**src/pzm_pkg.sv**
```systemverilog
package pzm_pkg;

  localparam int MAX_POLYGONS_DEF = 16;
  localparam int MAX_VERTICES_DEF = 256;
  localparam int NUM_SETS         = 2;

  localparam int X_W   = 32;
  localparam int Y_W   = 31;
  localparam int VTX_W = X_W + Y_W;

  localparam int STORE_DEPTH_DEF = NUM_SETS * MAX_POLYGONS_DEF * MAX_VERTICES_DEF;

  localparam logic [1:0] MODE_VERTEX     = 2'd0;
  localparam logic [1:0] MODE_POINT_CNT  = 2'd1;
  localparam logic [1:0] MODE_POLY_CNT   = 2'd2;
  localparam logic [1:0] MODE_QUERY      = 2'd3;

  typedef struct packed {
    logic load_pt;
    logic load_prev;
    logic load_cur;
    logic shift;
    logic mul_a;
    logic mul_b;
  } edge_op_t;

  typedef struct packed {
    logic up;
    logic down;
    logic pos;
    logic neg;
  } edge_stat_t;

endpackage

```
**src/pzm_edge.sv**
```systemverilog
module pzm_edge
  import pzm_pkg::*;
(
  input  logic                    clk,
  input  edge_op_t                op,
  input  logic signed [X_W-1:0]   pt_x,
  input  logic signed [Y_W-1:0]   pt_y,
  input  logic [VTX_W-1:0]        rdata,
  output edge_stat_t              stat
);

  logic signed [X_W-1:0]  px, x0, x1;
  logic signed [Y_W-1:0]  py, y0, y1;
  logic signed [X_W:0]    opx;
  logic signed [Y_W:0]    opy;
  logic signed [X_W+Y_W+1:0] prod, prod_a, prod_b;

  // one shared multiplier, used twice per crossing edge
  always_comb begin
    if (op.mul_a) begin
      opx = (X_W+1)'(x1) - (X_W+1)'(x0);
      opy = (Y_W+1)'(py) - (Y_W+1)'(y0);
    end else begin
      opx = (X_W+1)'(px) - (X_W+1)'(x0);
      opy = (Y_W+1)'(y1) - (Y_W+1)'(y0);
    end
    prod = opx * opy;
  end

  always_ff @(posedge clk) begin
    if (op.load_pt) begin
      px <= pt_x;
      py <= pt_y;
    end
    if (op.load_prev) begin
      x0 <= rdata[X_W-1:0];
      y0 <= rdata[VTX_W-1:X_W];
    end else if (op.shift) begin
      x0 <= x1;
      y0 <= y1;
    end
    if (op.load_cur) begin
      x1 <= rdata[X_W-1:0];
      y1 <= rdata[VTX_W-1:X_W];
    end
    if (op.mul_a) begin
      prod_a <= prod;
    end
    if (op.mul_b) begin
      prod_b <= prod;
    end
  end

  assign stat.up   = (y0 <= py) && (y1 > py);
  assign stat.down = (y0 > py) && (y1 <= py);
  assign stat.pos  = prod_a > prod_b;
  assign stat.neg  = prod_a < prod_b;

endmodule

```
**config.mk**
```make
export PLATFORM = sky130hd
export DESIGN_NAME = pzm_edge
export DESIGN_NICKNAME = d
export VERILOG_FILES = /design/src/pzm_pkg.sv /design/src/pzm_edge.sv
export SDC_FILE = /design/constraint.sdc
export NUM_CORES = 2
export LEC_CHECK = 0
export BUFFER_PORTS_ARGS = -buffer_cell sky130_fd_sc_hd__buf_2
export CORE_ASPECT_RATIO = 1.5
export CORE_UTILIZATION = 55
export DETAILED_ROUTE_END_ITERATION = 7
export HOLD_SLACK_MARGIN = 0.15
export PLACE_DENSITY_LB_ADDON = 0.12
export SETUP_SLACK_MARGIN = 0.05
export SLEW_MARGIN = 40
export SYNTH_ARGS = -nofsm -noshare
export SYNTH_HDL_FRONTEND = slang
export SYNTH_SLANG_ARGS = --single-unit
```
**constraint.sdc**
```tcl
create_clock -name clk -period 24.2 [get_ports clk]
set_input_delay 0 -clock clk [delete_from_list [all_inputs] [get_ports clk]]
set_output_delay 0 -clock clk [all_outputs]
set_load 0.01 [all_outputs]
```
### Word level (Yosys, flattened, before mapping)

Cells that the tools add are included.

* add/subtract/negate cells: 4
* $mul: 1
* divide/modulo/power cells: 0
* $lt $le $gt $ge: 6
* equal/unequal tests: 0
* shifts and indexed selects: 0
* mux-type cells: 6
* bitwise logic cells: 0
* reduce and logical (&&, ||, !) cells: 3

Operator list (number)
* two-way mux 32 bit: 3
* subtractor 32 x 32 -> 33 bit: 2
* greater-than comparator 65 bit: 1
* < comparator 65 bit: 1
* multiplier 33 x 32 -> 65 bit: 1
* subtractor 31 x 31 -> 32 bit: 2
* greater-than comparator 31 bit: 2
* less-or-equal comparator 31 bit: 2
* two-way mux 31 bit: 2
* two-way mux 33 bit: 1
* logical AND 1 bit: 2
* nonzero test 2 bit: 1

* register bits after elaboration: 319
* latch bits: 0
* memory bits (writable): 0
* ROM bits: 0
* input port bits: 133
* memories: 0

### Depth between registers and ports, before layout

* depth after elaboration: 3
* mapped depth: 46
* depth with buffers taken out: 39

### Least setup slack after synthesis

OpenSTA, ideal clock, no wires.

* kind: in2reg
* start: in op[1] (netlist name)
* end: reg prod_a[63], data pin
* library setup time: 0.269 ns
* data arrival time: 11.448 ns
* data required time: 23.931 ns
* path slack: 12.483 ns
* stages on the path: 44
* buffers on the path: 6
* cells stage by stage: clkbuf_1 buf_1 clkbuf_1 buf_1 clkbuf_1 mux2i_1 ha_1 fa_1 nor2b_1 o21a_1 o21ai_0 a31oi_2 a221oi_2 o21a_1 nor4_1 nand4_1 a41o_1 clkbuf_1 (+8 left out) inv_1 fa_1 fa_1 inv_1 fa_1 inv_1 fa_1 ha_1 a21oi_1 o21bai_1 a21oi_1 o21ai_0 a311oi_1 o21bai_1 a211o_1 a21oi_1 o21ai_0 xor2_1

* cells in the longest elaborated chain, start to end: 2
* elaborated cells on any way between the ends: 3
* classes of those cells: mul: 1; mux: 2

RTL lines
* start: declaration: line pzm_edge.sv:5 `input edge_op_t op,`
* two-way mux 33 bit / two-way mux 32 bit (equally long branches): line pzm_edge.sv:20 `if (op.mul_a) begin`
* multiplier 33 x 32 -> 65 bit (*): line pzm_edge.sv:27 `prod = opx * opy;`
* named net prod[63]: line pzm_edge.sv:16 `logic signed [X_W+Y_W+1:0] prod, prod_a, prod_b;`
* end signal: assignment: line pzm_edge.sv:47 `prod_a <= prod;`
* end: declaration: line pzm_edge.sv:16

Mark *: on every way through the listed nets, which the timed path passes. The rest lies on a longest branch.
A chain may end at the register's enable or synchronous reset.

### Worst setup path after layout

Ends and elaborated chain as after synthesis.

==> results_dict.tcl <==
set metrics [dict create \
    status "finished clean" \
    slowest_delay_ns 1.06 \
    first_pass_iters 5 \
    hold_class "in2reg" \
    r2r_cells 36 \
    drt-initial-drc-count 2741 \
    area_growth_pct 11.74 \
    fin_skew_ns 0.03847 \
    synth_area_leaders "fa_1 (41%), edfxtp_1 (17%), ha_1 (8.6%)" \
    tightest_slew_ns 0.8997 \
    routedWlPerCell_um 23.02 \
    fin_crit_ns 13.32 \
    io_pins 137 \
    yosysSeqAreaShare_pct 17.43 \
    antenna_found_initial 2 \
    drive_gt1_share_pct 8.305 \
    die_w_um 260.1 \
    cts-resized-gates 0 \
    clk_latency_ns 0.62 \
    yosysWarnings 0 \
    rows 141 \
    fin_nets 7528 \
    yosys_register_bits 319 \
    synth.distinct_cells 81 \
    critPathMostFrequentCell "fa_1" \
    dp_hpwl_um 126200 \
    async_flop_share_pct 0 \
    die_area_mm2 0.1012 \
    synth_top_cell_by_area "fa_1" \
    rr_startpoint "x1[2]" \
    hold_path_end "x1[16]" \
    hold_viol 0 \
    final_core_util_pct 62.17 \
    fin_crit_sh_pct 55.03 \
    synth_area_per_cell_um2 9.835 \
    clockBufferDepth 3 \
    cp-start-kind "primary input" \
    fin_tns_setup_ns 0 \
    cap_violations 0 \
    cts_sinks 319 \
    use_met3_pct 6.193 \
    vias 41058 \
    path_max_fanout 67 \
    cts_tree "built" \
    reg2reg_slack_ns 11.85 \
    slowest_stage "fa_1" \
    initial_core_util_pct 55.64 \
    cp.required_ns 24.52 \
    grt.met1_usage_pct 37.30 \
    wl_um 166000 \
    end_kind "flop" \
    coreArea_mm2 0.09879 \
    drc 0 \
    dieHeight_um 389.2 \
    critPathKind "in2reg" \
    grt-ovfl-total 0 \
    met2_usage_pct 59.91 \
    path_clk_slew_ns 0.06 \
    antenna_left 0 \
    via_per_inst 5.694 \
    fmax_mhz 75.09 \
    critPathArrivalTime_ns 13.64 \
    routabilityCongestion 0.9830 \
    grt_pass1_wl_um 256900 \
    synth-edff-count 319 \
    setup_viol 0 \
    port_buffers 136 \
    min-delay-start "rdata[16]" \
    synthCells 5589 \
    slew_headroom_pct 39.56 \
    synth_most_common_cell "inv_1" \
    cts_max_level 2 \
    rsz0062_at_grt "false" \
    root_buffer "clkbuf_16" \
    holdPathStages 2 \
    synth.top_cell.area_share_pct 40.61 \
    cts_buffers 34 \
    synth.net_count 7215 \
    syn_area_mm2 0.05497 \
    n_antenna_cell 0 \
    stdcell_area_mm2 0.06142 \
    track_usage_pct 34.30 \
    slew_violations 0 \
    reg2reg_to "prod_a[63]" \
    grt_pass1_vias 45318 \
    synth_common_cells "inv_1 (1,236), fa_1 (1,115), nand2_1 (620)" \
    gr-max-usage-layer "met2" \
    grt_max_degree 68 \
    synth_ff_type "edfxtp_1" \
    place_area_mm2 0.05780 \
]
==> flip-flops by register name, summed over array words and instances (netlist names) <==
name	flops
x0	32
y0	31
x1	32
prod_b	65
prod_a	65
y1	31
py	31
px	32
==> kinds of logic after synthesis <==
kind of cell,Yosys count,synth area share [%]
AOI/OAI and AO/OA,534,6.453
adders and majority gates,1493,49.21
and+or+nand+nor,1502,11.78
xor gates and xnor gates,174,2.786
buffers and inverters,1450,9.974
DFF,319,17.43
muxes,117,2.370
==> cell usage in the layout (no fill, tap or decap), types with 12 or more instances in the layout <==
master         Yosys  final
edfxtp_1         319    319
buf_4              0     98
fa_1            1115   1115
nand3_1           41     41
mux2_2           102    102
xor2_1            60     49
xnor2_2            1     12
o21a_1            38     37
nand2b_1          72     72
nor2_1           533    533
o21bai_1          20     20
inv_1           1236   1236
nor3_1            31     31
a31oi_1           19     18
nand2_1          620    620
a211oi_1          13     13
nor2b_1           49     49
ha_1             378    378
clkbuf_16          0     34
xnor2_1          113     92
o21ai_0           89     88
buf_2             17    135
dlygate4sd3_1      0    250
and2_1            53     53
a21oi_1          147    141
nand4_1           37     37
a21o_1            92     91
==> through the flow <==
step	std cells	hold slack (ns)	setup slack [ns]
2_1_floorplan	5589	0.09887	12.48
3_3_place_gp	6899	0.1763	11.07
3_5_place_dp	6903	0.1781	10.82
4_1_cts	7211	0.1506	10.84
5_1_grt	7211	0.1841	10.11
6_report	7211	0.1727	10.88
==> worst max-delay path, delay by kind of cell <==
family                     cells  cell delay [ns]
buffers and inverters          9             3.04
xor gates and xnor gates       1             0.16
adders and majority gates     11             5.91
and+or+nand+nor                4             1.27
AOI/OAI and AO/OA             14             2.93
muxes                          1             0.17
==> how the worst max path moves through the flow <==
| stage | to | from | cells past startpoint | slack (ns) |
|---|---|---|---|---|
| after floorplan | prod_a[63] | op[1] | 44 | 12.48 |
| after global placement | prod_a[63] | op[1] | 41 | 11.07 |
| after detailed placement | prod_a[63] | op[1] | 39 | 10.82 |
| after CTS | prod_a[63] | op[1] | 40 | 10.84 |
| after global routing | prod_a[63] | op[1] | 43 | 10.11 |
| final | prod_a[63] | op[1] | 40 | 10.88 |
==> cell type report <==
type                       count  area, um^2
sequential                   319        9579
timing repair buffer         491        4018
inverter                    1236        4639
fill                        8296       37370
multi-input combinational   3820       40470
tap                         1287        1610
clock inverter                19       237.7
clock buffer                  39       869.6
==> per-layer routing <==
metal	routed length, um	up-vias
li1	-	17758
met1	55660	20830
met2	83520	1804
met3	12270	664
met4	14500	2
met5	12	-
==> repair_timing <==
| action | in CTS | in global routing |
|---|---|---|
| hold endpoints to repair | 415 | 0 |
| setup endpoints to repair | 0 | 0 |
| hold buffers | 250 | 0 |
| buffers inserted | 0 | 0 |
Power is left out: the tool's default activity adds up to more than one toggle a clock period on the data nets, which glitch-free logic cannot reach.
