===== config.mk =====
export PLATFORM = sky130hd
export DESIGN_NAME = pzm_seq
export DESIGN_NICKNAME = d
export VERILOG_FILES = /design/src/pzm_pkg.sv /design/src/pzm_seq.sv
export SDC_FILE = /design/constraint.sdc
export NUM_CORES = 1
export LEC_CHECK = 0
export BUFFER_PORTS_ARGS = -buffer_cell sky130_fd_sc_hd__buf_2
export CORE_ASPECT_RATIO = 1.25
export CORE_MARGIN = 2
export CORE_UTILIZATION = 30
export DETAILED_ROUTE_END_ITERATION = 10
export SETUP_SLACK_MARGIN = 0.2
export SYNTH_ARGS = -nofsm -noshare
export SYNTH_HDL_FRONTEND = slang
export SYNTH_SLANG_ARGS = --single-unit

===== constraint.sdc =====
create_clock -name clk -period 4.1 [get_ports clk]
set_input_delay 0.205 -clock clk [delete_from_list [all_inputs] [get_ports clk]]
set_output_delay 0.205 -clock clk [all_outputs]
set_load 0.01 [all_outputs]

===== src/pzm_pkg.sv =====
package pzm_pkg;

  localparam int MAX_POLYGONS_DEF = 16;
  localparam int MAX_VERTICES_DEF = 256;
  localparam int NUM_SETS         = 2;

  localparam int X_W   = 32;
  localparam int Y_W   = 31;
  localparam int VTX_W = X_W + Y_W;

  localparam int STORE_DEPTH_DEF = NUM_SETS * MAX_POLYGONS_DEF * MAX_VERTICES_DEF;

  localparam logic [1:0] MODE_VERTEX     = 2'd0;
  localparam logic [1:0] MODE_POINT_CNT  = 2'd1;
  localparam logic [1:0] MODE_POLY_CNT   = 2'd2;
  localparam logic [1:0] MODE_QUERY      = 2'd3;

  typedef struct packed {
    logic load_pt;
    logic load_prev;
    logic load_cur;
    logic shift;
    logic mul_a;
    logic mul_b;
  } edge_op_t;

  typedef struct packed {
    logic up;
    logic down;
    logic pos;
    logic neg;
  } edge_stat_t;

endpackage


===== src/pzm_seq.sv =====
module pzm_seq
  import pzm_pkg::*;
#(
  parameter int MAX_POLYGONS = MAX_POLYGONS_DEF,
  parameter int MAX_VERTICES = MAX_VERTICES_DEF,
  localparam int KW = $clog2(MAX_POLYGONS + 1),
  localparam int NW = $clog2(MAX_VERTICES + 1),
  localparam int VW = $clog2(MAX_VERTICES),
  localparam int AW = $clog2(NUM_SETS * MAX_POLYGONS * MAX_VERTICES)
) (
  input  logic          clk,
  input  logic          rst,
  input  logic          start,
  input  logic          fix,
  input  logic [NW-1:0] n,
  input  logic [KW-1:0] pcount,
  input  logic          taken,
  input  edge_stat_t    stat,
  output logic          busy,
  output logic          done,
  output logic          home,
  output logic          ferry,
  output logic          set_cur,
  output logic [KW-1:0] k,
  output logic [AW-1:0] rd_addr,
  output edge_op_t      op
);

  localparam logic [2:0] S_IDLE  = 3'd0;
  localparam logic [2:0] S_POLY  = 3'd1;
  localparam logic [2:0] S_LOAD0 = 3'd2;
  localparam logic [2:0] S_EDGE  = 3'd3;
  localparam logic [2:0] S_TEST  = 3'd4;
  localparam logic [2:0] S_MULB  = 3'd5;
  localparam logic [2:0] S_CMP   = 3'd6;
  localparam logic [2:0] S_DONE  = 3'd7;

  logic [2:0]           state, state_next;
  logic                 set_next;
  logic [KW-1:0]        k_next;
  logic [VW-1:0]        vidx, vidx_next;
  logic signed [NW:0]   wn, wn_next;
  logic                 home_next, ferry_next;
  logic                 adv, set_end, match, last;

  assign last = (NW'(vidx) == n - NW'(1));

  always_comb begin
    state_next = state;
    set_next   = set_cur;
    k_next     = k;
    vidx_next  = vidx;
    wn_next    = wn;
    home_next  = home;
    ferry_next = ferry;
    op         = '0;
    adv        = 1'b0;
    set_end    = 1'b0;
    match      = 1'b0;
    case (state)
      S_IDLE: begin
        if (start) begin
          op.load_pt = 1'b1;
          home_next  = 1'b0;
          ferry_next = 1'b0;
          set_next   = 1'b0;
          k_next     = '0;
          state_next = fix ? S_POLY : S_DONE;
        end
      end
      S_POLY: begin
        if (k >= pcount) begin
          set_end = 1'b1;
        end else if (n < NW'(2)) begin
          k_next = KW'(k + KW'(1));
        end else begin
          vidx_next  = '0;
          wn_next    = '0;
          state_next = S_LOAD0;
        end
      end
      S_LOAD0: begin
        op.load_prev = 1'b1;
        vidx_next    = VW'(1);
        state_next   = S_EDGE;
      end
      S_EDGE: begin
        op.load_cur = 1'b1;
        state_next  = S_TEST;
      end
      S_TEST: begin
        if (stat.up || stat.down) begin
          op.mul_a   = 1'b1;
          state_next = S_MULB;
        end else begin
          adv = 1'b1;
        end
      end
      S_MULB: begin
        op.mul_b   = 1'b1;
        state_next = S_CMP;
      end
      S_CMP: begin
        if (stat.up && stat.pos) begin
          wn_next = wn + (NW+1)'(1);
        end else if (stat.down && stat.neg) begin
          wn_next = wn - (NW+1)'(1);
        end
        adv = 1'b1;
      end
      S_DONE: begin
        if (taken) begin
          state_next = S_IDLE;
        end
      end
      default: begin
        state_next = S_IDLE;
      end
    endcase

    if (adv) begin
      op.shift = 1'b1;
      if (last) begin
        if (wn_next != '0) begin
          set_end = 1'b1;
          match   = 1'b1;
        end else begin
          k_next     = KW'(k + KW'(1));
          state_next = S_POLY;
        end
      end else begin
        vidx_next  = VW'(vidx + VW'(1));
        state_next = S_EDGE;
      end
    end

    if (set_end) begin
      if (!set_cur) begin
        home_next  = match;
        set_next   = 1'b1;
        k_next     = '0;
        state_next = S_POLY;
      end else begin
        ferry_next = match;
        state_next = S_DONE;
      end
    end
  end

  assign rd_addr = AW'((int'(set_next) * MAX_POLYGONS + int'(k_next)) * MAX_VERTICES
                       + int'(vidx_next));

  always_ff @(posedge clk) begin
    if (rst) begin
      state <= S_IDLE;
    end else begin
      state <= state_next;
    end
    set_cur <= set_next;
    k       <= k_next;
    vidx    <= vidx_next;
    wn      <= wn_next;
    home    <= home_next;
    ferry   <= ferry_next;
  end

  assign busy = (state != S_IDLE);
  assign done = (state == S_DONE);

endmodule


* Yosys cells after proc, flatten, opt, wreduce, memory -nomap -nowiden
Index checks and enable logic that the tools add are counted.
** Storage, ports and cells
- Register bits after elaboration :: 29
- Latch bits :: 0
- Bits in writable memories :: 0
- ROM bits :: 0
- Bits of input ports :: 23
- Output and inout bits :: 29
- Word-level logic and storage cells :: 91
- Memories kept :: 0
** Cells by class
- $add $sub $neg :: 7
- Multiply operators :: 0
- Div/mod/pow operators :: 0
- Order comparisons :: 2
- Equality and inequality tests :: 8
- Shift operators :: 0
- Muxes and demuxes :: 61
- Bitwise operators :: 0
- Reduce and logical (&&, ||, !) cells :: 6
** Operators by type and width (number)
- $mux 10 :: 4
- $mux 5 :: 8
- $mux 3 :: 11
- $mux 8 :: 4
- $mux 1 :: 29
- $pmux 3 s7 :: 1
- $pmux 10 s2 :: 1
- $pmux 8 s2 :: 1
- $add 13x8->13 :: 1
- $eq 3x3->1 const B :: 4
- $add 10x2->10 const B :: 1
- $pmux 5 s2 :: 1
- $reduce_bool 10->1 :: 1
- $sub 10x2->10 const B :: 1
- $eq 8x9->1 :: 1
- $lt 9x2->1 const B :: 1
- $sub 9x1->9 const B :: 1
- $add 8x1->8 const B :: 1
- $eq 3x2->1 const B :: 2
- $add 5x1->5 const B :: 1
- $add 5x5->5 :: 1
- $ge 5x5->1 :: 1
- $eq 3x1->1 const B :: 1
- $logic_not 3->1 :: 1
- 4 further kinds :: 5

* Longest topological paths before layout
Gate-level depths: netlist of the first run.
- Depth in word-level cells :: 12
- Gate-level depth with buffers :: 12
- Depth with buffers taken out :: 10

* Worst setup path before layout of the first run
Ideal clock, no wire load.
- Path type :: flip-flop to output port
- Start :: reg k[2]
- End :: out rd_addr[11]
- Arrival :: 2.642 ns
- Required time :: 3.895 ns
- Path slack :: 1.253 ns
- Stages on the path, launching flop included :: 12
- Path buffers :: 2
- Cells stage by stage :: dfxtp_1 > ha_1 > a21o_1 > a31oi_1 > o21ai_0 > or3_1 > clkbuf_1 > o31ai_4 > nand3_2 > o211a_4 > a211oi_1 > buf_4
** On the way
- Cells in the longest elaborated chain, start to end :: 11
- Elaborated cells on any way between the ends :: 25
- Those cells by class :: add/sub (3); order compare (1); mux (20); reduce/logical (1)
** RTL lines
- start: declaration :: RTL line pzm_seq.sv:24 : output logic [KW-1:0] k,
- start signal: assignment :: RTL line pzm_seq.sv:160 : k <= k_next;
- $ge 5x5->1 / $add 5x1->5 (equally long branches) :: RTL line pzm_seq.sv:72, pzm_seq.sv:75, pzm_seq.sv:128
- $mux 10 / $mux 5 (equally long branches) :: RTL line pzm_seq.sv:72, pzm_seq.sv:74
- $pmux 10 s2 / $mux 5 (equally long branches) :: RTL line pzm_seq.sv:60, pzm_seq.sv:72
- $reduce_bool 10->1 / $pmux 5 s2 (equally long branches) :: RTL line pzm_seq.sv:124, pzm_seq.sv:60
- $mux 5 :: RTL line pzm_seq.sv:124 : if (wn_next != '0) begin
- $mux 5 :: RTL line pzm_seq.sv:123 : if (last) begin
- $mux 5 :: RTL line pzm_seq.sv:121 : if (adv) begin
- $mux 5 :: RTL line pzm_seq.sv:138 : if (!set_cur) begin
- $mux 5 (*) :: RTL line pzm_seq.sv:137 : if (set_end) begin
- net k_next[3] :: RTL line pzm_seq.sv:40 : logic [KW-1:0] k_next;
- $add 5x5->5 (*) :: RTL line pzm_seq.sv:150 : assign rd_addr = AW'((int'(set_next) * MAX_POLYGONS + int'(k_next)) * MAX_VERTICES
- $add 13x8->13 (*) :: RTL line pzm_seq.sv:151 : + int'(vidx_next));
- end: declaration :: RTL line pzm_seq.sv:25 : output logic [AW-1:0] rd_addr,
The timed path passes the listed nets; every way through them passes the cells marked *.

* Worst setup path after layout of the first run
- Start :: reg state[2]
- End :: out rd_addr[11]
** On the way
- Cells in the longest elaborated chain, start to end :: 10
- Elaborated cells on any way between the ends :: 23
- Those cells by class :: add/sub (2); eq/ne (4); mux (15); reduce/logical (2)
** RTL lines
- start: declaration :: RTL line pzm_seq.sv:38 : logic [2:0] state, state_next;
- start signal: assignment :: RTL line pzm_seq.sv:157 : state <= state_next;
- $eq 3x3->1 / $eq 3x1->1 (equally long branches) :: RTL line pzm_seq.sv:60 : case (state)
- $pmux 10 s2 :: RTL line pzm_seq.sv:60
- $reduce_bool 10->1 :: RTL line pzm_seq.sv:124
- $mux 5 :: RTL line pzm_seq.sv:124
- $mux 5 :: RTL line pzm_seq.sv:123
- $mux 5 :: RTL line pzm_seq.sv:121
- $mux 5 :: RTL line pzm_seq.sv:138
- $mux 5 :: RTL line pzm_seq.sv:137
- $add 5x5->5 :: RTL line pzm_seq.sv:150
- $add 13x8->13 (*) :: RTL line pzm_seq.sv:151
Mark *: on every way between the ends. The rest lies on a longest branch, timed or not.

==> results of run 1 <==
cells in the mapped netlist (all sizes together) (5+ instances only):
cell | instances | share of area
ha | 10 | 0.051
or4 | 5 | 0.017
nor4 | 7 | 0.025
nand4 | 14 | 0.038
inv | 17 | 0.026
clkbuf | 11 | 0.017
nor3b | 6 | 0.018
o211ai | 15 | 0.048
nor2 | 28 | 0.043
xnor2 | 6 | 0.021
mux2i | 8 | 0.032
or3 | 6 | 0.015
xor2 | 6 | 0.021
dfxtp | 29 | 0.23
nor3 | 7 | 0.016
and3 | 6 | 0.015
and2 | 5 | 0.013
buf | 10 | 0.026
o21ai | 17 | 0.034
nand2 | 31 | 0.047
nand3 | 18 | 0.040
a21oi | 11 | 0.022
placed cells by master, fill, tap and decap left out, drive strengths merged, types with 4 or more instances in the layout:
cell	Yosys	final
a211oi	4	4
a21oi	11	11
and2	5	5
and3	6	6
buf	10	55
clkbuf	11	6
dfxtp	29	29
ha	10	10
inv	17	17
mux2i	8	8
nand2	31	31
nand3	18	18
nand4	14	14
nor2	28	28
nor3	7	7
nor3b	6	6
nor4	7	7
o211ai	15	15
o21ai	17	17
or2	4	4
or3	6	6
or4	5	5
xnor2	6	6
xor2	6	6
cell type report:
cell class / instances / area (sq um)
multi-input cells: 258 / 1720
fillers: 867 / 5250
well taps: 97 / 121
flip-flops and latches: 29 / 581
clock inverters: 2 / 10.0
clock buffers: 6 / 72.6
inverters: 17 / 63.8
repair buffers: 55 / 285
report_power, final:
| part | internal [mW] | leakage, nW | switching (mW) |
|---|---|---|---|
| sequential | 0.333 | 0.235 | 0.0927 |
| clock | 0.118 | 0.0450 | 0.120 |
| combinational | 0.223 | 0.937 | 0.357 |
kinds of logic after synthesis:
logic type / Yosys count / synth area share
buffers and inverters: 38 / 0.0693
adders and majority gates: 10 / 0.0506
muxes: 8 / 0.0324
DFF: 29 / 0.235
and+or+nand+nor: 145 / 0.321
xor gates and xnor gates: 12 / 0.0425
AOI/OAI and AO/OA: 83 / 0.250
worst max-delay path, cell delays in order (launching register included):
cell and delay [ns]:
dfxtp_1 0.60, and3b_1 0.44, nand3b_1 0.20, o21ba_2 0.27, a221o_1 0.39, o31ai_4 0.28, nand4_2 0.33, a211oi_1 0.41
buf_2 0.19
routing by layer:
metal	global-route usage	up-vias	wire, microns
met3	0.0290	5	308
li1	-	1290	-
met1	0.195	1159	3010
met2	0.250	54	3340
met4	0.0544	0	83
met5	0	-	0
flip-flops by register name, indices dropped and copies added (netlist names):
signal and flops:
home 1, k 5, state 3, set_cur 1, ferry 1, wn 10
vidx 8
worst max path at each step:
stage / startpoint / end / slack (ns) / depth (start not counted)
floorplan: k[2]$_DFF_P_ / rd_addr[11] / 1.25 / 11
global placement: state[2]$_SDFF_PP0_ / rd_addr[11] / 0.77 / 8
detailed placement: state[2]$_SDFF_PP0_ / rd_addr[11] / 0.67 / 8
CTS: state[2]$_SDFF_PP0_ / rd_addr[11] / 0.31 / 8
global route: state[2]$_SDFF_PP0_ / rd_addr[11] / 0.26 / 8
finish: state[2]$_SDFF_PP0_ / rd_addr[11] / 0.48 / 8
through the flow:
step	utilization	cell area [sq um]	worst slack [ns]	hold slack, ns	power, mW
finish	0.353	2860	0.476	0.106	1.24
global route	0.353	2860	0.258	0.105	1.34
CTS	0.351	2840	0.315	0.0908	1.26
detailed placement	0.341	2760	0.675	0.411	1.01
global placement	0.341	2760	0.770	0.413	1.00
floorplan	-	2470	1.25	0.274	0.841
==> run_summary.xml, run 1 <==
<?xml version="1.0" encoding="UTF-8"?>
<metrics>
  <group name="floorplanning">
    <metric name="initial_utilization" unit="">0.305</metric>
    <metric name="die_area" unit="sq um">9000</metric>
    <metric name="die-width" unit="microns">85.2</metric>
    <metric name="io_pins" unit="">52</metric>
    <metric name="rows" unit="">37</metric>
    <metric name="die_height" unit="microns">106</metric>
    <metric name="core-area" unit="sq um">8100</metric>
  </group>
  <group name="worst_setup_path">
    <metric name="worstReg2RegEnd" unit="">k[3]$_DFF_P_</metric>
    <metric name="reg2reg_from" unit="">state[2]$_SDFF_PP0_</metric>
    <metric name="cp-start-kind" unit="">register</metric>
    <metric name="timing.critical_path.to_type" unit="">output pin</metric>
    <metric name="ff_to_ff_path_depth" unit="">7</metric>
    <metric name="maximum_fanout_count_along_the_critical_path" unit="">16</metric>
    <metric name="path_class" unit="">register to output pin</metric>
    <metric name="critical_path_arrival" unit="ns">3.42</metric>
    <metric name="critPathRequiredTime" unit="ns">3.89</metric>
    <metric name="setup.reg_to_reg.worst_slack" unit="ns">1.06</metric>
  </group>
  <group name="grt">
    <metric name="grt_first_pass_wirelength" unit="microns">11200</metric>
    <metric name="maximum_number_of_pins_on_one_net_before_global_route_repair" unit="">18</metric>
    <metric name="grt.total_usage" unit="">0.151</metric>
    <metric name="grt.overflow.total" unit="">0</metric>
    <metric name="via_count_of_the_first_global_routing_pass" unit="">2379</metric>
    <metric name="antenna_violations_before_repair" unit="">0</metric>
  </group>
  <group name="synthesis">
    <metric name="post_synth.cell_area_avg" unit="sq um">7.61</metric>
    <metric name="yosysWarningCount" unit="">0</metric>
    <metric name="synth_edf_count" unit="">0</metric>
    <metric name="asyncSetResetFlopFracSynth" unit="">0</metric>
    <metric name="synthesis.instances" unit="">325</metric>
    <metric name="synth.cell_area" unit="sq um">2470</metric>
    <metric name="synth_cell_types" unit="">62</metric>
    <metric name="synth.yosys.seq_area_share" unit="">0.235</metric>
    <metric name="most_frequently_used_flop_master_after_synthesis" unit="">dfxtp_1</metric>
    <metric name="ys_seq_elements" unit="">29</metric>
    <metric name="synth_fp_nets" unit="">358</metric>
  </group>
  <group name="sta">
    <metric name="finalSetupViolations" unit="">0</metric>
    <metric name="final.min_clock_period" unit="ns">3.62</metric>
    <metric name="share_of_the_clock_period_used_by_the_worst_path" unit="">0.884</metric>
    <metric name="fin_setup_tns" unit="ns">0</metric>
    <metric name="finalHoldViolCount" unit="">0</metric>
    <metric name="finalClockSkew" unit="ns">0.0107</metric>
    <metric name="final-max-slew-violation-count" unit="">0</metric>
    <metric name="rsz0062_at_grt" unit="">false</metric>
    <metric name="worst_slew_pin_slew" unit="ns">0.598</metric>
    <metric name="max_freq" unit="MHz">276</metric>
    <metric name="worst_case_headroom_to_the_max_slew_limit" unit="">0.598</metric>
  </group>
  <group name="power">
    <metric name="power_density" unit="nW/um^2">435</metric>
    <metric name="leakage" unit="nW">1.22</metric>
    <metric name="irDropWorstVdd" unit="mV">0.211</metric>
  </group>
  <group name="placement">
    <metric name="place.detailed.hpwl" unit="microns">5240</metric>
    <metric name="gp_congestion" unit="">0.901</metric>
    <metric name="io_buffer_count" unit="">51</metric>
    <metric name="place_inst" unit="">454</metric>
  </group>
  <group name="run">
    <metric name="max-cap-violations" unit="">0</metric>
  </group>
  <group name="detailed_routing">
    <metric name="dr.pass1.iters" unit="">4</metric>
    <metric name="vias" unit="">2508</metric>
    <metric name="route.antenna.remaining_nets" unit="">0</metric>
    <metric name="wl_per_cell" unit="microns">14.5</metric>
    <metric name="route.final.wire_length" unit="microns">6750</metric>
    <metric name="post_drt_via_cell_ratio" unit="">5.41</metric>
    <metric name="drtIter0Drc" unit="">121</metric>
    <metric name="drcViolationCount" unit="">0</metric>
  </group>
  <group name="clocking">
    <metric name="cts.repair.resized" unit="">0</metric>
    <metric name="worst_setup_hold_path_clk_slew" unit="ns">0.07</metric>
    <metric name="holdBufCountCts" unit="">0</metric>
    <metric name="clock_latency" unit="ns">0.29</metric>
    <metric name="clock_tree.htree_level_count" unit="">2</metric>
    <metric name="cts_sinks" unit="">29</metric>
    <metric name="clock_tree_from_tritoncts" unit="">done</metric>
    <metric name="ctsLongestPathBuffers" unit="">2</metric>
    <metric name="cts_post_setup_buffers_inserted" unit="">0</metric>
    <metric name="clock-root-buffer" unit="">clkbuf_8</metric>
    <metric name="tritoncts_buffer_count" unit="">5</metric>
  </group>
  <group name="min_path">
    <metric name="hold_path.startpoint" unit="">rst</metric>
    <metric name="holdCritPathClass" unit="">input port to register</metric>
    <metric name="endpoint_of_the_worst_hold_timing_path" unit="">state[0]$_SDFF_PP0_</metric>
    <metric name="whs_path_depth" unit="">2</metric>
  </group>
  <group name="cells_and_area">
    <metric name="area_growth_from_synthesis_to_layout" unit="%">15.4</metric>
    <metric name="num_antenna_cells" unit="">0</metric>
    <metric name="layout-drive-gt1-share" unit="">0.221</metric>
    <metric name="layout.cells.non_filler" unit="">464</metric>
    <metric name="fin_nets" unit="">399</metric>
  </group>
  <group name="outcome">
    <metric name="status" unit="">finished, final reports clean</metric>
  </group>
</metrics>
Note: power is estimated with default switching activity, not from simulation.
==> run 2: changes to the inputs <==
--- a/config.mk
+++ b/config.mk
@@ -5,6 +5,7 @@
 export SDC_FILE = /design/constraint.sdc
 export NUM_CORES = 1
 export LEC_CHECK = 0
+export ABC_AREA = 1
 export BUFFER_PORTS_ARGS = -buffer_cell sky130_fd_sc_hd__buf_2
 export CORE_ASPECT_RATIO = 1.25
 export CORE_MARGIN = 2
==> run_summary.xml, run 2 <==
<?xml version="1.0" encoding="UTF-8"?>
<metrics>
  <group name="outcome">
    <metric name="status" unit="">finished, final reports clean</metric>
  </group>
  <group name="run">
    <metric name="max-cap-violations" unit="">0</metric>
  </group>
  <group name="worst_setup_path">
    <metric name="crit_chain" unit="">inv_1 -&gt; ha_1 -&gt; inv_1 -&gt; nand2_1 -&gt; nand2_1 -&gt; nor2_1 -&gt; nor2_4 -&gt; nand3_4 -&gt; nand2_1 -&gt; o21ai_2 -&gt; nor2_2 -&gt; nand2_2 -&gt; nor2_8 -&gt; nand2_4 -&gt; nand2_4 -&gt; nand2_4 -&gt; nand2_4 -&gt; inv_2 -&gt; nor2_1 -&gt; buf_2</metric>
    <metric name="critical_path_arrival" unit="ns">2.76</metric>
    <metric name="crit_path_frequent_cell" unit="">nand2_4</metric>
    <metric name="cp-start-kind" unit="">register</metric>
    <metric name="path_class" unit="">register to output pin</metric>
    <metric name="critPathRequiredTime" unit="ns">3.89</metric>
    <metric name="maximum_fanout_count_along_the_critical_path" unit="">10</metric>
    <metric name="timing.critical_path.to_type" unit="">output pin</metric>
    <metric name="max_stage_delay" unit="ns">0.37</metric>
    <metric name="critical_path.slowest_cell" unit="">dfxtp_1</metric>
  </group>
  <group name="synthesis">
    <metric name="synth_most_common_cell" unit="">nand2_1</metric>
    <metric name="synth_cell_types" unit="">36</metric>
    <metric name="post_synth.cell_area_avg" unit="sq um">6.31</metric>
    <metric name="synth.yosys.seq_area_share" unit="">0.219</metric>
    <metric name="ys_seq_elements" unit="">29</metric>
    <metric name="synth_fp_nets" unit="">453</metric>
    <metric name="most_frequently_used_flop_master_after_synthesis" unit="">dfxtp_1</metric>
    <metric name="asyncSetResetFlopFracSynth" unit="">0</metric>
    <metric name="synth.cell_area" unit="sq um">2650</metric>
    <metric name="synth_edf_count" unit="">0</metric>
    <metric name="synthesis.instances" unit="">420</metric>
    <metric name="yosysTopAreaCellShare" unit="">0.219</metric>
    <metric name="ys_top_cells_by_area" unit="">dfxtp_1, nand2_1, inv_1, nand3_1, nor2_1</metric>
    <metric name="synth.cells.most_frequent" unit="">nand2_1, inv_1, nor2_1</metric>
    <metric name="yosysWarningCount" unit="">0</metric>
    <metric name="synth_area_leader_cell" unit="">dfxtp_1</metric>
  </group>
  <group name="clocking">
    <metric name="cts.repair.resized" unit="">0</metric>
    <metric name="clock_tree_from_tritoncts" unit="">done</metric>
    <metric name="clock_latency" unit="ns">0.28</metric>
    <metric name="cts_sinks" unit="">29</metric>
    <metric name="worst_setup_hold_path_clk_slew" unit="ns">0.07</metric>
    <metric name="clock-root-buffer" unit="">clkbuf_8</metric>
    <metric name="tritoncts_buffer_count" unit="">5</metric>
    <metric name="cts_post_setup_buffers_inserted" unit="">0</metric>
    <metric name="holdBufCountCts" unit="">0</metric>
    <metric name="ctsLongestPathBuffers" unit="">2</metric>
    <metric name="clock_tree.htree_level_count" unit="">2</metric>
  </group>
  <group name="sta">
    <metric name="finalSetupViolations" unit="">0</metric>
    <metric name="final.min_clock_period" unit="ns">2.96</metric>
    <metric name="max_freq" unit="MHz">337</metric>
    <metric name="rsz0062_at_grt" unit="">false</metric>
    <metric name="final-max-slew-violation-count" unit="">0</metric>
    <metric name="finalHoldViolCount" unit="">0</metric>
    <metric name="fin_setup_tns" unit="ns">0</metric>
    <metric name="finalClockSkew" unit="ns">0.00885</metric>
    <metric name="worst_case_headroom_to_the_max_slew_limit" unit="">0.754</metric>
    <metric name="share_of_the_clock_period_used_by_the_worst_path" unit="">0.723</metric>
    <metric name="worst_slew_pin_slew" unit="ns">0.368</metric>
  </group>
  <group name="cells_and_area">
    <metric name="top_register" unit="">wn</metric>
    <metric name="final_cell_mix" unit="">nand2_1, inv_1, buf_2</metric>
    <metric name="fillCellCount" unit="">987</metric>
    <metric name="largest_reg_flops" unit="">10</metric>
    <metric name="layout-drive-gt1-share" unit="">0.230</metric>
    <metric name="fin_nets" unit="">503</metric>
    <metric name="layout_commonest_cell" unit="">nand2_1</metric>
    <metric name="reg.largest.list" unit="">wn: 10 flops, vidx: 8 flops, k: 5 flops</metric>
    <metric name="area_growth_from_synthesis_to_layout" unit="%">16.1</metric>
    <metric name="fin_area" unit="sq um">3080</metric>
    <metric name="num_antenna_cells" unit="">0</metric>
  </group>
  <group name="power">
    <metric name="leakage" unit="nW">1.64</metric>
    <metric name="irDropWorstVdd" unit="mV">0.184</metric>
    <metric name="power_density" unit="nW/um^2">531</metric>
  </group>
  <group name="floorplanning">
    <metric name="rows" unit="">38</metric>
    <metric name="die_height" unit="microns">109</metric>
    <metric name="die-width" unit="microns">88.1</metric>
    <metric name="die_area" unit="sq um">9610</metric>
    <metric name="io_pins" unit="">52</metric>
    <metric name="core-area" unit="sq um">8650</metric>
    <metric name="initial_utilization" unit="">0.306</metric>
  </group>
  <group name="grt">
    <metric name="maximum_number_of_pins_on_one_net_before_global_route_repair" unit="">15</metric>
    <metric name="grt.overflow.total" unit="">0</metric>
    <metric name="via_count_of_the_first_global_routing_pass" unit="">2530</metric>
    <metric name="antenna_violations_before_repair" unit="">0</metric>
    <metric name="grt_first_pass_wirelength" unit="microns">11000</metric>
    <metric name="grt.total_usage" unit="">0.144</metric>
  </group>
  <group name="detailed_routing">
    <metric name="vias" unit="">2713</metric>
    <metric name="post_drt_via_cell_ratio" unit="">4.60</metric>
    <metric name="wl_per_cell" unit="microns">11.2</metric>
    <metric name="drtIter0Drc" unit="">162</metric>
    <metric name="route.antenna.remaining_nets" unit="">0</metric>
    <metric name="dr.pass1.iters" unit="">4</metric>
    <metric name="route.final.wire_length" unit="microns">6610</metric>
    <metric name="drcViolationCount" unit="">0</metric>
  </group>
  <group name="placement">
    <metric name="io_buffer_count" unit="">51</metric>
    <metric name="gp_congestion" unit="">0.892</metric>
    <metric name="detailed_place.area" unit="sq um">2990</metric>
    <metric name="place.detailed.hpwl" unit="microns">5510</metric>
  </group>
  <group name="min_path">
    <metric name="holdCritPathClass" unit="">input port to register</metric>
  </group>
</metrics>
[run 2: cell families (layout without fill, tap and decap cells)]
family | after synthesis | in the layout | synth area share
flops | 29 | 29 | 0.219
buf+inv | 88 | 138 | 0.138
xor+xnor | 15 | 15 | 0.0548
fa+ha+maj | 10 | 10 | 0.0472
compound gates | 43 | 43 | 0.0925
simple gates | 235 | 235 | 0.449
[run 2: power by group]
part | internal (mW) | switching [mW] | total [mW]
registers | 0.351 | 0.0947 | 0.445
logic | 0.345 | 0.600 | 0.945
clock network | 0.133 | 0.109 | 0.242
[run 2: layout make-up]
class | count | area [sq um] | share of cell area
flip-flops and latches | 29 | 581 | 0.189
repair buffers | 51 | 255 | 0.0830
clock buffers | 7 | 86.3 | 0.0281
inverters | 80 | 300 | 0.0976
multi-input cells | 303 | 1700 | 0.554
well taps | 120 | 150 | 0.0488
[run 2: worst paths after layout]
kind              cells after the start                  end  slack [ns]       startpoint
setup / recovery                     20           rd_addr[9]        1.14     k[0]$_DFF_P_
hold / removal                        2  state[2]$_SDFF_PP0_        0.11              rst
setup reg to reg                     19         k[1]$_DFF_P_        1.70     k[0]$_DFF_P_
hold reg to reg                       2        ferry$_DFF_P_        0.50  set_cur$_DFF_P_
[run 2: per-stage QoR]
step / std cells / power, mW / util / hold slack, ns / setup WS, ns
6_report: 590 / 1.63 / 0.356 / 0.111 / 1.14
5_1_grt: 590 / 1.79 / 0.356 / 0.115 / 0.909
2_1_floorplan: 420 / 1.18 / - / 0.274 / 1.67
4_1_cts: 590 / 1.65 / 0.356 / 0.101 / 1.10
3_5_place_dp: 583 / 1.40 / 0.346 / 0.399 / 1.43
3_3_place_gp: 583 / 1.40 / 0.346 / 0.399 / 1.48
[run 2: metal layers]
metal	track usage	vias up	routed length (microns)
met3	0.0280	12	327
met2	0.246	62	3080
li1	-	1431	-
met1	0.182	1208	3070
met5	0	-	0
met4	0.0455	0	140
[run 2: critical path: cells and delay by family, from the launching register on]
family | cells | cell delay (ns)
adders and majority gates | 1 | 0.29
buffers and inverters | 4 | 0.37
AOI/OAI and AO/OA | 1 | 0.07
DFF | 1 | 0.37
and+or+nand+nor | 14 | 1.37
